`src/rtl/core/sstt_pkg.sv`:
```
`timescale 1ns / 1ps

package sstt_pkg;

  // item kinds
  typedef logic [1:0] kind_t;
  localparam kind_t KIND_ARRIVAL  = 2'd0;
  localparam kind_t KIND_DONE     = 2'd1;
  localparam kind_t KIND_FINALISE = 2'd2;

  // result status codes
  typedef logic [1:0] status_t;
  localparam status_t STATUS_OK        = 2'd0;
  localparam status_t STATUS_FULL      = 2'd1;
  localparam status_t STATUS_IDLE_DONE = 2'd2;

  // queue control from the tracker to the wait queue
  typedef struct packed {
    logic push;
    logic pop;
  } q_ctl_t;

endpackage

```
`src/rtl/core/sstt_ram.sv`:
```
`timescale 1ns / 1ps

module sstt_ram #(
  parameter int WIDTH = 8,
  parameter int DEPTH = 64
) (
  input  logic                     clk,
  input  logic                     we,
  input  logic [$clog2(DEPTH)-1:0] waddr,
  input  logic [WIDTH-1:0]         wdata,
  input  logic [$clog2(DEPTH)-1:0] raddr,
  output logic [WIDTH-1:0]         rdata
);

  logic [WIDTH-1:0] mem [DEPTH];

  // one write port, one registered read port
  always_ff @(posedge clk) begin
    if (we) begin
      mem[waddr] <= wdata;
    end
    rdata <= mem[raddr];
  end

endmodule

```
`src/rtl/core/sstt_queue.sv`:
```
`timescale 1ns / 1ps

module sstt_queue
  import sstt_pkg::*;
#(
  parameter int DEPTH = 64,
  parameter int ID_W  = 8
) (
  input  logic                       clk,
  input  logic                       rst,
  input  q_ctl_t                     ctl,
  input  logic [ID_W-1:0]            push_id,
  output logic [ID_W-1:0]            head_id,
  output logic [$clog2(DEPTH+1)-1:0] count
);

  localparam int PTR_W = $clog2(DEPTH);
  localparam int CNT_W = $clog2(DEPTH + 1);
  localparam int SUM_W = CNT_W + 1;

  logic [PTR_W-1:0] head;
  logic [PTR_W-1:0] head_inc;
  logic [PTR_W-1:0] head_next;
  logic [PTR_W-1:0] tail;
  logic [PTR_W-1:0] rd_addr;
  logic [SUM_W-1:0] tail_sum;
  logic [ID_W-1:0]  head_val;
  logic [ID_W-1:0]  ram_rdata;
  logic [ID_W-1:0]  nxt_data;
  logic             byp_valid;
  logic [ID_W-1:0]  byp_data;

  // pointer arithmetic with wrap at the queue depth
  assign head_inc  = (head == PTR_W'(DEPTH - 1)) ? '0 : head + PTR_W'(1);
  assign head_next = ctl.pop ? head_inc : head;
  assign tail_sum  = SUM_W'(head) + SUM_W'(count);
  assign tail      = (tail_sum >= SUM_W'(DEPTH)) ? PTR_W'(tail_sum - SUM_W'(DEPTH))
                                                 : PTR_W'(tail_sum);
  // look ahead at the entry behind the head for the next pop
  assign rd_addr   = (head_next == PTR_W'(DEPTH - 1)) ? '0 : head_next + PTR_W'(1);
  assign nxt_data  = byp_valid ? byp_data : ram_rdata;
  assign head_id   = head_val;

  sstt_ram #(
    .WIDTH (ID_W),
    .DEPTH (DEPTH)
  ) u_ram (
    .clk   (clk),
    .we    (ctl.push),
    .waddr (tail),
    .wdata (push_id),
    .raddr (rd_addr),
    .rdata (ram_rdata)
  );

  // head pointer, count and write bypass flag
  always_ff @(posedge clk) begin
    if (rst) begin
      head      <= '0;
      count     <= '0;
      byp_valid <= 1'b0;
    end else begin
      head      <= head_next;
      byp_valid <= ctl.push && (tail == rd_addr);
      if (ctl.push) begin
        count <= count + CNT_W'(1);
      end else if (ctl.pop) begin
        count <= count - CNT_W'(1);
      end
    end
  end

  // head entry held in a register, bypass data alongside
  always_ff @(posedge clk) begin
    byp_data <= push_id;
    if (ctl.push && count == '0) begin
      head_val <= push_id;
    end else if (ctl.pop && count > CNT_W'(1)) begin
      head_val <= nxt_data;
    end
  end

  a_count_range: assert property (@(posedge clk) disable iff (rst)
    count <= CNT_W'(DEPTH))
    else $error("queue count beyond depth");

  a_no_empty_pop: assert property (@(posedge clk) disable iff (rst)
    ctl.pop |-> count != '0)
    else $error("pop from empty queue");

  a_no_full_push: assert property (@(posedge clk) disable iff (rst)
    ctl.push |-> (count != CNT_W'(DEPTH)) && !ctl.pop)
    else $error("push into full queue or with pop");

endmodule

```
`src/rtl/core/single_server_fifo_service_tracker_top.sv`:
```
`timescale 1ns / 1ps
// a request is accepted into the input register, and its result is then
//   registered in the result register once the result channel can advance
// throughput: one request per cycle while the result channel is not stalled, every request gives exactly one result
// reset clears all statistics, the server state and the queue pointers and
//   sets service_time to 1; queued id storage is not cleared

module single_server_fifo_service_tracker_top
  import sstt_pkg::*;
#(
  parameter int QUEUE_DEPTH = 64,
  parameter int ID_BITS     = 8
) (
  input  logic                             clk,
  input  logic                             rst,
  // configuration
  input  logic                             cfg_we,
  input  logic [15:0]                      cfg_data,
  // request channel
  input  logic                             in_valid,
  output logic                             in_ready,
  input  logic [1:0]                       kind,
  input  logic [31:0]                      event_time,
  input  logic [ID_BITS-1:0]               client_id,
  // result channel
  output logic                             out_valid,
  input  logic                             out_ready,
  output logic [1:0]                       status,
  output logic [31:0]                      sched_start,
  output logic                             next_valid,
  output logic [ID_BITS-1:0]               next_client,
  output logic                             server_busy,
  output logic [31:0]                      projected_wait,
  output logic [$clog2(QUEUE_DEPTH+1)-1:0] queue_depth,
  output logic [31:0]                      served_count,
  output logic [47:0]                      busy_total,
  output logic [47:0]                      idle_total,
  output logic [$clog2(QUEUE_DEPTH+1)-1:0] peak_depth,
  output logic [47:0]                      wait_total
);

  localparam int CNT_W = $clog2(QUEUE_DEPTH + 1);

  function automatic logic [31:0] add_sat32(input logic [31:0] a, input logic [31:0] b);
    logic [32:0] s;
    s = {1'b0, a} + {1'b0, b};
    return s[32] ? '1 : s[31:0];
  endfunction

  function automatic logic [47:0] add_sat48(input logic [47:0] a, input logic [31:0] b);
    logic [48:0] s;
    s = {1'b0, a} + {17'b0, b};
    return s[48] ? '1 : s[47:0];
  endfunction

  function automatic logic [31:0] diff0(input logic [31:0] a, input logic [31:0] b);
    return (a > b) ? a - b : '0;
  endfunction

  // configuration register
  logic [15:0] service_time;

  // input register
  logic               s1_valid;
  kind_t              s1_kind;
  logic [31:0]        s1_time;
  logic [ID_BITS-1:0] s1_id;

  // tracker state
  logic        in_service;
  logic [31:0] free_time;
  logic [31:0] idle_since;
  logic [31:0] served_acc;
  logic [47:0] busy_acc;
  logic [47:0] idle_acc;
  logic [47:0] wait_acc;
  logic [CNT_W-1:0] peak_acc;

  // next values
  logic        in_service_next;
  logic [31:0] free_time_next;
  logic [31:0] idle_since_next;
  logic [31:0] served_acc_next;
  logic [47:0] busy_acc_next;
  logic [47:0] idle_acc_next;
  logic [47:0] wait_acc_next;
  logic [CNT_W-1:0] peak_acc_next;
  logic [CNT_W-1:0] count_next;

  // per request results
  status_t            res_status;
  logic [31:0]        res_start;
  logic               res_nvalid;
  logic [ID_BITS-1:0] res_nclient;

  logic               adv;
  logic               fire;
  q_ctl_t             q_ctl;
  logic [ID_BITS-1:0] head_id;
  logic [CNT_W-1:0]   fifo_count;
  logic [31:0]        st32;

  assign st32     = {16'b0, service_time};
  assign adv      = !out_valid || out_ready;
  assign in_ready = !s1_valid || adv;
  assign fire     = s1_valid && adv;

  sstt_queue #(
    .DEPTH (QUEUE_DEPTH),
    .ID_W  (ID_BITS)
  ) u_queue (
    .clk     (clk),
    .rst     (rst),
    .ctl     (q_ctl),
    .push_id (s1_id),
    .head_id (head_id),
    .count   (fifo_count)
  );

  // configuration write
  always_ff @(posedge clk) begin
    if (rst) begin
      service_time <= 16'd1;
    end else if (cfg_we) begin
      service_time <= cfg_data;
    end
  end

  // input register
  always_ff @(posedge clk) begin
    if (rst) begin
      s1_valid <= 1'b0;
    end else if (in_ready) begin
      s1_valid <= in_valid;
    end
  end

  always_ff @(posedge clk) begin
    if (in_valid && in_ready) begin
      s1_kind <= kind;
      s1_time <= event_time;
      s1_id   <= client_id;
    end
  end

  // event processing for the request in the input register
  always_comb begin
    res_status      = STATUS_OK;
    res_start       = '0;
    res_nvalid      = 1'b0;
    res_nclient     = '0;
    in_service_next = in_service;
    free_time_next  = free_time;
    idle_since_next = idle_since;
    served_acc_next = served_acc;
    busy_acc_next   = busy_acc;
    idle_acc_next   = idle_acc;
    wait_acc_next   = wait_acc;
    peak_acc_next   = peak_acc;
    q_ctl.push      = 1'b0;
    q_ctl.pop       = 1'b0;
    case (s1_kind)
      KIND_ARRIVAL: begin
        if (!in_service) begin
          // idle server starts at once
          idle_acc_next   = add_sat48(idle_acc, diff0(s1_time, idle_since));
          in_service_next = 1'b1;
          res_start       = s1_time;
          free_time_next  = add_sat32(s1_time, st32);
          busy_acc_next   = add_sat48(busy_acc, st32);
        end else if (fifo_count == CNT_W'(QUEUE_DEPTH)) begin
          res_status = STATUS_FULL;
        end else begin
          // join the queue behind the current free time
          res_start      = free_time;
          q_ctl.push     = fire;
          free_time_next = add_sat32(free_time, st32);
          if (fifo_count + CNT_W'(1) > peak_acc) begin
            peak_acc_next = fifo_count + CNT_W'(1);
          end
          wait_acc_next = add_sat48(wait_acc, diff0(free_time, s1_time));
        end
      end
      KIND_DONE: begin
        if (!in_service) begin
          res_status = STATUS_IDLE_DONE;
        end else begin
          served_acc_next = (served_acc == '1) ? served_acc : served_acc + 32'd1;
          if (fifo_count == '0) begin
            in_service_next = 1'b0;
            idle_since_next = s1_time;
          end else begin
            // hand over to the oldest waiting client
            q_ctl.pop      = fire;
            res_nvalid     = 1'b1;
            res_nclient    = head_id;
            free_time_next = add_sat32(s1_time, st32);
            busy_acc_next  = add_sat48(busy_acc, st32);
          end
        end
      end
      KIND_FINALISE: begin
        if (!in_service) begin
          idle_acc_next = add_sat48(idle_acc, diff0(s1_time, idle_since));
        end
      end
      default: begin
      end
    endcase
    count_next = q_ctl.push ? fifo_count + CNT_W'(1) :
                 q_ctl.pop  ? fifo_count - CNT_W'(1) : fifo_count;
  end

  // state update
  always_ff @(posedge clk) begin
    if (rst) begin
      in_service <= 1'b0;
      free_time  <= '0;
      idle_since <= '0;
      served_acc <= '0;
      busy_acc   <= '0;
      idle_acc   <= '0;
      wait_acc   <= '0;
      peak_acc   <= '0;
    end else if (fire) begin
      in_service <= in_service_next;
      free_time  <= free_time_next;
      idle_since <= idle_since_next;
      served_acc <= served_acc_next;
      busy_acc   <= busy_acc_next;
      idle_acc   <= idle_acc_next;
      wait_acc   <= wait_acc_next;
      peak_acc   <= peak_acc_next;
    end
  end

  // result register
  always_ff @(posedge clk) begin
    if (rst) begin
      out_valid <= 1'b0;
    end else if (adv) begin
      out_valid <= s1_valid;
    end
  end

  always_ff @(posedge clk) begin
    if (fire) begin
      status         <= res_status;
      sched_start    <= res_start;
      next_valid     <= res_nvalid;
      next_client    <= res_nclient;
      server_busy    <= in_service_next;
      projected_wait <= diff0(free_time_next, s1_time);
      queue_depth    <= count_next;
      served_count   <= served_acc_next;
      busy_total     <= busy_acc_next;
      idle_total     <= idle_acc_next;
      peak_depth     <= peak_acc_next;
      wait_total     <= wait_acc_next;
    end
  end

  a_queue_needs_server: assert property (@(posedge clk) disable iff (rst)
    fifo_count != '0 |-> in_service)
    else $error("clients waiting while server idle");

  a_peak_covers_depth: assert property (@(posedge clk) disable iff (rst)
    peak_acc >= fifo_count)
    else $error("peak depth below current depth");

  a_handover_reports: assert property (@(posedge clk) disable iff (rst)
    q_ctl.pop |=> out_valid && next_valid && server_busy)
    else $error("hand-over not reported in result");

endmodule

```
`config.mk`:
```
export PLATFORM = sky130hd
export DESIGN_NAME = single_server_fifo_service_tracker_top
export DESIGN_NICKNAME = d
export VERILOG_FILES = /design/src/rtl/core/sstt_pkg.sv /design/src/rtl/core/sstt_ram.sv /design/src/rtl/core/sstt_queue.sv /design/src/rtl/core/single_server_fifo_service_tracker_top.sv
export SDC_FILE = /design/constraint.sdc
export NUM_CORES = 2
export LEC_CHECK = 0
export BUFFER_PORTS_ARGS = -buffer_cell sky130_fd_sc_hd__buf_2
export CORE_MARGIN = 3
export CORE_UTILIZATION = 56
export CTS_CLUSTER_SIZE = 25
export DETAILED_ROUTE_END_ITERATION = 10
export PLACE_DENSITY = 0.85
export SETUP_SLACK_MARGIN = 0.3
export SLEW_MARGIN = 25
export SYNTH_ARGS = -nofsm -noshare
export SYNTH_HDL_FRONTEND = slang
export SYNTH_SLANG_ARGS = --single-unit
```
`constraint.sdc`:
```
create_clock -name clk -period 12.2 [get_ports clk]
set_clock_uncertainty 0.15 [all_clocks]
set_input_delay 2.44 -clock clk [delete_from_list [all_inputs] [get_ports clk]]
set_output_delay 2.44 -clock clk [all_outputs]
set_load 0.005 [all_outputs]
```
== After elaboration in Yosys (flattened, before gate mapping) ==
Memories as Yosys holds them, arrays and structs flattened. A register that Yosys moved wholly into a read port is not among the register bits.
Cells that the tools add are included.
Word-level totals
  register bits: 604
  bits in writable memories: 512
  output and inout port bits: 268
  word-level logic and storage cells: 131
  memories kept: 1
Memory list
  u_queue.u_ram.mem: depth 64, width 8, rd ports 1, clocked after Yosys merged registers in 1, wr ports 1, RTL line sstt_ram.sv:15  | logic [WIDTH-1:0] mem [DEPTH];
Cells by class
  add/subtract/negate cells: 15
  $lt $le $gt $ge: 6
  equal/unequal tests: 7
  multiplexer cells: 54
  bitwise gates (word level): 2
  reductions and logical operators: 15
Operators with widths (number)
  48-bit 2-to-1 mux: 11
  32-bit 2-to-1 mux: 13
  48-bit by 32-bit adder with 49-bit output: 2
  32-bit greater-than comparator: 3
  48-bit case mux with 2 select lines: 1
  32-bit subtractor: 3
  32-bit by 16-bit adder with 33-bit output: 2
  32-bit case mux with 2 select lines: 1
  48-bit by 16-bit adder with 49-bit output: 1
  7-bit 2-to-1 mux: 6
  32-bit by 1-bit adder with 32-bit output (second input constant): 1
  32-bit equality test (second input constant): 1
  6-bit 2-to-1 mux: 4
  8-bit 2-to-1 mux: 3
  6-bit by 1-bit adder with 6-bit output (second input constant): 2
  6-bit equality test (second input constant): 2
  1-bit 2-to-1 mux: 12
  6-bit by 7-bit adder with 8-bit output: 1
  8-bit by 7-bit >= comparator with 1-bit output (second input constant): 1
  7-bit by 1-bit adder with 7-bit output (second input constant): 1
  7-bit equality test (second input constant): 1
  7-bit by 1-bit greater-than comparator with 1-bit output (second input constant): 1
  7-bit greater-than comparator: 1
  7-bit zero test: 1
  17 further kinds: 24

== Logic depth before layout (Yosys ltp) ==
  depth in word-level cells: 11
  gate-level depth with buffers: 31
  depth with buffers taken out: 28

== By module ==
Synthesis repeated with hierarchy kept, for this count alone.
Unflattened totals
  cells, all modules: 5295
  area, all modules: 58202.1 um^2
By module, submodules not included
  single_server_fifo_service_tracker_top: instances 1, cells each 4165, area each 36221.0 um^2
  sstt_ram: instances 1, cells each 940, area each 20166.8 um^2
  sstt_queue: instances 1, cells each 190, area each 1814.2 um^2

== Least setup slack after synthesis ==
No wires, ideal clock.
  path kind: input to register
  start: input port out_ready
  end: register idle_acc[8]
  library setup time: 0.474 ns
  arrival time: 10.997 ns
  data required time: 11.576 ns
  slack: 0.579 ns
  stages on the path: 6
  cells stage by stage: nand2b_1 > nand2_1 > inv_1 > clkbuf_1 > clkbuf_1 > o21ai_0
Between the ends
  word-level cells in the longest chain between the ends: 2
RTL lines
  start: declaration: RTL line single_server_fifo_service_tracker_top.sv:27  | input logic out_ready,
  1-bit logical OR: RTL line single_server_fifo_service_tracker_top.sv:104  | assign adv = !out_valid || out_ready;
  1-bit logical AND: RTL line single_server_fifo_service_tracker_top.sv:106  | assign fire = s1_valid && adv;
  via fire: RTL line single_server_fifo_service_tracker_top.sv:97  | logic fire;
  end signal: assignment: RTL line single_server_fifo_service_tracker_top.sv:231  | idle_acc <= idle_acc_next;
  end: declaration: RTL line single_server_fifo_service_tracker_top.sv:75  | logic [47:0] idle_acc;
The timed path passes the listed nets, and every way through them passes these cells.
A chain may end at the register's enable or synchronous reset.

== Worst setup path in the final report ==
  start: register s1_time[4]
  end: register wait_total[25] (data pin)
Between the ends
  word-level cells in the longest chain between the ends: 7
  elaborated cells between the ends (all ways): 8
RTL lines
  start: declaration: RTL line single_server_fifo_service_tracker_top.sv:66  | logic [31:0] s1_time;
  start signal: assignment: RTL line single_server_fifo_service_tracker_top.sv:141  | s1_time <= event_time;
  32-bit subtractor / 32-bit greater-than comparator (equally long branches): RTL line single_server_fifo_service_tracker_top.sv:57  | return (a > b) ? a - b : '0;
  32-bit 2-to-1 mux (*): RTL line single_server_fifo_service_tracker_top.sv:57
  48-bit by 32-bit adder with 49-bit output (*): RTL line single_server_fifo_service_tracker_top.sv:52  | s = {1'b0, a} + {17'b0, b};
  48-bit 2-to-1 mux (*): RTL line single_server_fifo_service_tracker_top.sv:53  | return s[48] ? '1 : s[47:0];
  48-bit 2-to-1 mux (*): RTL line single_server_fifo_service_tracker_top.sv:171  | end else if (fifo_count == CNT_W'(QUEUE_DEPTH)) begin
  48-bit 2-to-1 mux (*): RTL line single_server_fifo_service_tracker_top.sv:164  | if (!in_service) begin
  48-bit 2-to-1 mux (*): RTL line single_server_fifo_service_tracker_top.sv:162  | case (s1_kind)
  via wait_acc_next[25]: RTL line single_server_fifo_service_tracker_top.sv:86  | logic [47:0] wait_acc_next;
  end signal: assignment: RTL line single_server_fifo_service_tracker_top.sv:259  | wait_total <= wait_acc_next;
  end: declaration: RTL line single_server_fifo_service_tracker_top.sv:39  | output logic [47:0] wait_total
The timed path passes the listed nets; every way through them passes the cells marked *.

==> results_dict.tcl <==
set metrics [dict create \
    status "finished clean" \
    grt_pass1_wl_um 255700 \
    portBuffers 330 \
    slew_headroom_pct 26.55 \
    syn_nets 5761 \
    ir_drop_mv 0.1908 \
    ys_top_cells_by_count "edfxtp_1, nand2_1, nor2_1" \
    nFillCells 7784 \
    globalplace.congestion 1.007 \
    final_core_util_pct 62.99 \
    r2r_cells 23 \
    cts.sinks 1124 \
    die_w_um 326.7 \
    cp-startpoint "s1_time[4]" \
    max-cap-violations 0 \
    synth-main-ff-cell "edfxtp_1" \
    drt-initial-drc-count 5974 \
    clock_latency_ns 0.73 \
    cellLeakagePower_nw 23.56 \
    clockBufferDepth 3 \
    grt_usage_pct 30.92 \
    rsz0062_at_grt "false" \
    drive_gt1_share_pct 12.31 \
    cts-root-buf "clkbuf_16" \
    slowest_stage "and2_1" \
    vias 45860 \
    crit_fanout 33 \
    synthesis.area_sq_mm 0.05759 \
    htree_levels 3 \
    area_growth_pct 11.43 \
    synth_edf_count 828 \
    ant_nets 0 \
    grt_overflow 0 \
    cp_slowest_stage_delay_ns 0.88 \
    ys_types 85 \
    fp.dieArea_sq_mm 0.1067 \
    setup_viol 0 \
    ys_seq_elements 1124 \
    ioPinCount 331 \
    yosysWarnings 0 \
    routedWlPerCell_um 23.68 \
    rows 117 \
    start_util_pct 56.52 \
    die_h_um 326.7 \
    tightest_slew_ns 1.098 \
    hold_viol 0 \
    grt_pass1_vias 43250 \
    avgSynthCellArea_sq_um 10.54 \
    yosysMostFrequentCell "edfxtp_1" \
    cts_resized 0 \
    antenna_found_initial 8 \
    async_flop_share_pct 0 \
    start_kind "flop" \
    timing.rr.end "wait_total[25]" \
    route.detailed.drc 0 \
    synthCells 5463 \
    synth-seq-area-share_pct 53.46 \
    hold_path_class "flop to flop" \
    path_cells "inv_1 -> ha_1 -> a21o_1 -> a21oi_1 -> a21oi_1 -> nor2_1 -> a21oi_1 -> a211oi_1 -> o21ai_0 -> a21oi_1 -> a31o_2 -> nor3_1 -> ha_1 -> a211oi_1 -> o21ai_0 -> nand4_1 -> a21oi_1 -> o21ai_0 -> o21ai_0 -> a21o_1 -> and2_1 -> nor2_1 -> o21ai_0" \
    vias_per_cell 6.392 \
    worstSetupEndpointType "flop" \
    clkTransAtPathRegs_ns 0.06 \
    nNetsFinal 6001 \
    rrSetupSlack_ns 4.45 \
    cts_tree "done" \
    grt_max_degree 184 \
    synth_area_leader_cell "edfxtp_1" \
    period_share_pct 63.49 \
    crit_path_end "wait_total[25]" \
    finalCriticalPeriod_ns 7.745 \
    reg2reg_from "s1_time[4]" \
    cts_made_buffers 112 \
    firstDrtPassIters 7 \
    core_sq_mm 0.1019 \
    synthTopCellsByArea "edfxtp_1, dfxtp_1, ha_1" \
    powerDensity_mw_per_mm2 134.2 \
    dpl.hpwl_um 116300 \
    fmax_mhz 129.1 \
    slew_viol_final 0 \
    tns_ns 0 \
    yosysTopAreaCellShare_pct 43.17 \
    critPathKind "flop to flop" \
    crit_required_ns 12.59 \
    hold_buffers 0 \
    cts_setup_buffers 0 \
    routed_wl_um 169900 \
    crit_arrival_ns 8.13 \
]
==> layout by cell type, fill, tap and decap left out, types with 40 or more instances in the layout <==
master / synthesis / final
a211oi_1: 80 / 80
a21oi_1: 413 / 411
clkbuf_16: 0 / 113
dfxtp_1: 296 / 296
buf_4: 8 / 49
nand2_1: 624 / 621
o21a_1: 50 / 49
nand3_1: 150 / 150
o21ai_0: 306 / 306
a21o_1: 108 / 107
and3_1: 83 / 83
ha_1: 226 / 225
nor2_1: 614 / 603
and2_1: 42 / 40
edfxtp_1: 828 / 828
mux4_2: 77 / 77
nand4_1: 49 / 49
buf_2: 28 / 329
inv_1: 164 / 162
xor2_1: 101 / 100
xnor2_1: 178 / 177
mux2i_1: 106 / 106
nor3_1: 135 / 132
a31oi_1: 91 / 91
==> state kept, by name (all words and copies together), names as in the netlist, 16 cells and up <==
register / cells
projected_wait: 32
idle_since: 32
wait_total: 48
free_time: 32
busy_acc: 48
s1_time: 32
served_acc: 32
busy_total: 48
idle_total: 48
wait_acc: 48
sched_start: 32
service_time: 16
idle_acc: 48
served_count: 32
u_queue.u_ram.mem: 512
==> final cells by class <==
type	count	area, sq um	share of cell area (%)
sequential	1124	30790	47.98
multi-input combinational	3918	25170	39.23
clock buffer	139	2985	4.652
timing repair buffer	382	2093	3.262
tap	1368	1712	2.667
clock inverter	74	782.0	1.219
inverter	165	626.9	0.9768
antenna	5	12.51	0.01950
==> worst max-delay path, delay by kind of cell, from the launching register on <==
family / cells / cell delay [ns]
AO/OA/AOI/OAI: 15 / 4.35
adder cells (fa/ha/maj): 2 / 0.78
buffers and inverters: 1 / 0.15
flip-flops: 1 / 0.54
AND/OR/NAND/NOR: 5 / 1.56
==> power by group <==
group | switching [mW] | total, mW | internal [mW]
Clock | 1.53 | 3.53 | 2.00
Combinational | 0.530 | 0.821 | 0.290
Sequential | 0.0722 | 4.26 | 4.19
Total | 2.13 | 8.61 | 6.48
==> per-layer routing <==
metal	global-route usage [%]	routed length (um)	vias to the layer above
li1	-	-	20620
met1	38.79	61430	21810
met2	50.34	79980	2815
met3	6.384	18020	613
met4	16.96	10430	6
met5	0	48	-
==> cell families after synthesis <==
group                      count (synthesis)  share of synthesized area, %
xor gates and xnor gates                 279                         4.243
buffers and inverters                    421                         3.050
adders and majority gates                235                         5.223
muxes                                    191                         5.010
AOI/OAI and AO/OA                       1333                         14.40
DFF                                     1124                         53.46
and+or+nand+nor                         1880                         14.61
==> metrics by stage <==
step	instance area [sq um]	setup WS, ns	power [mW]	cells	hold slack (ns)
after floorplan	57590	0.5792	4.870	5463	0.2863
after global placement	60330	4.400	5.123	6956	0.2921
after detailed placement	60350	4.193	5.143	6956	0.2978
after CTS	64110	4.682	8.622	7169	0.3058
after global routing	64160	3.926	8.859	7170	0.3240
final	64170	4.455	8.613	7175	0.3037
==> how the worst min path moves through the flow <==
stage,end,depth (start not counted),from
floorplan,idle_since[10],2,idle_since[10]
global placement,peak_acc[5],2,peak_acc[5]
detailed placement,idle_since[20],2,idle_since[20]
CTS,idle_since[20],2,idle_since[20]
global route,idle_since[20],2,idle_since[20]
finish,idle_since[3],2,idle_since[3]
Power figures use the tool's default switching activity.
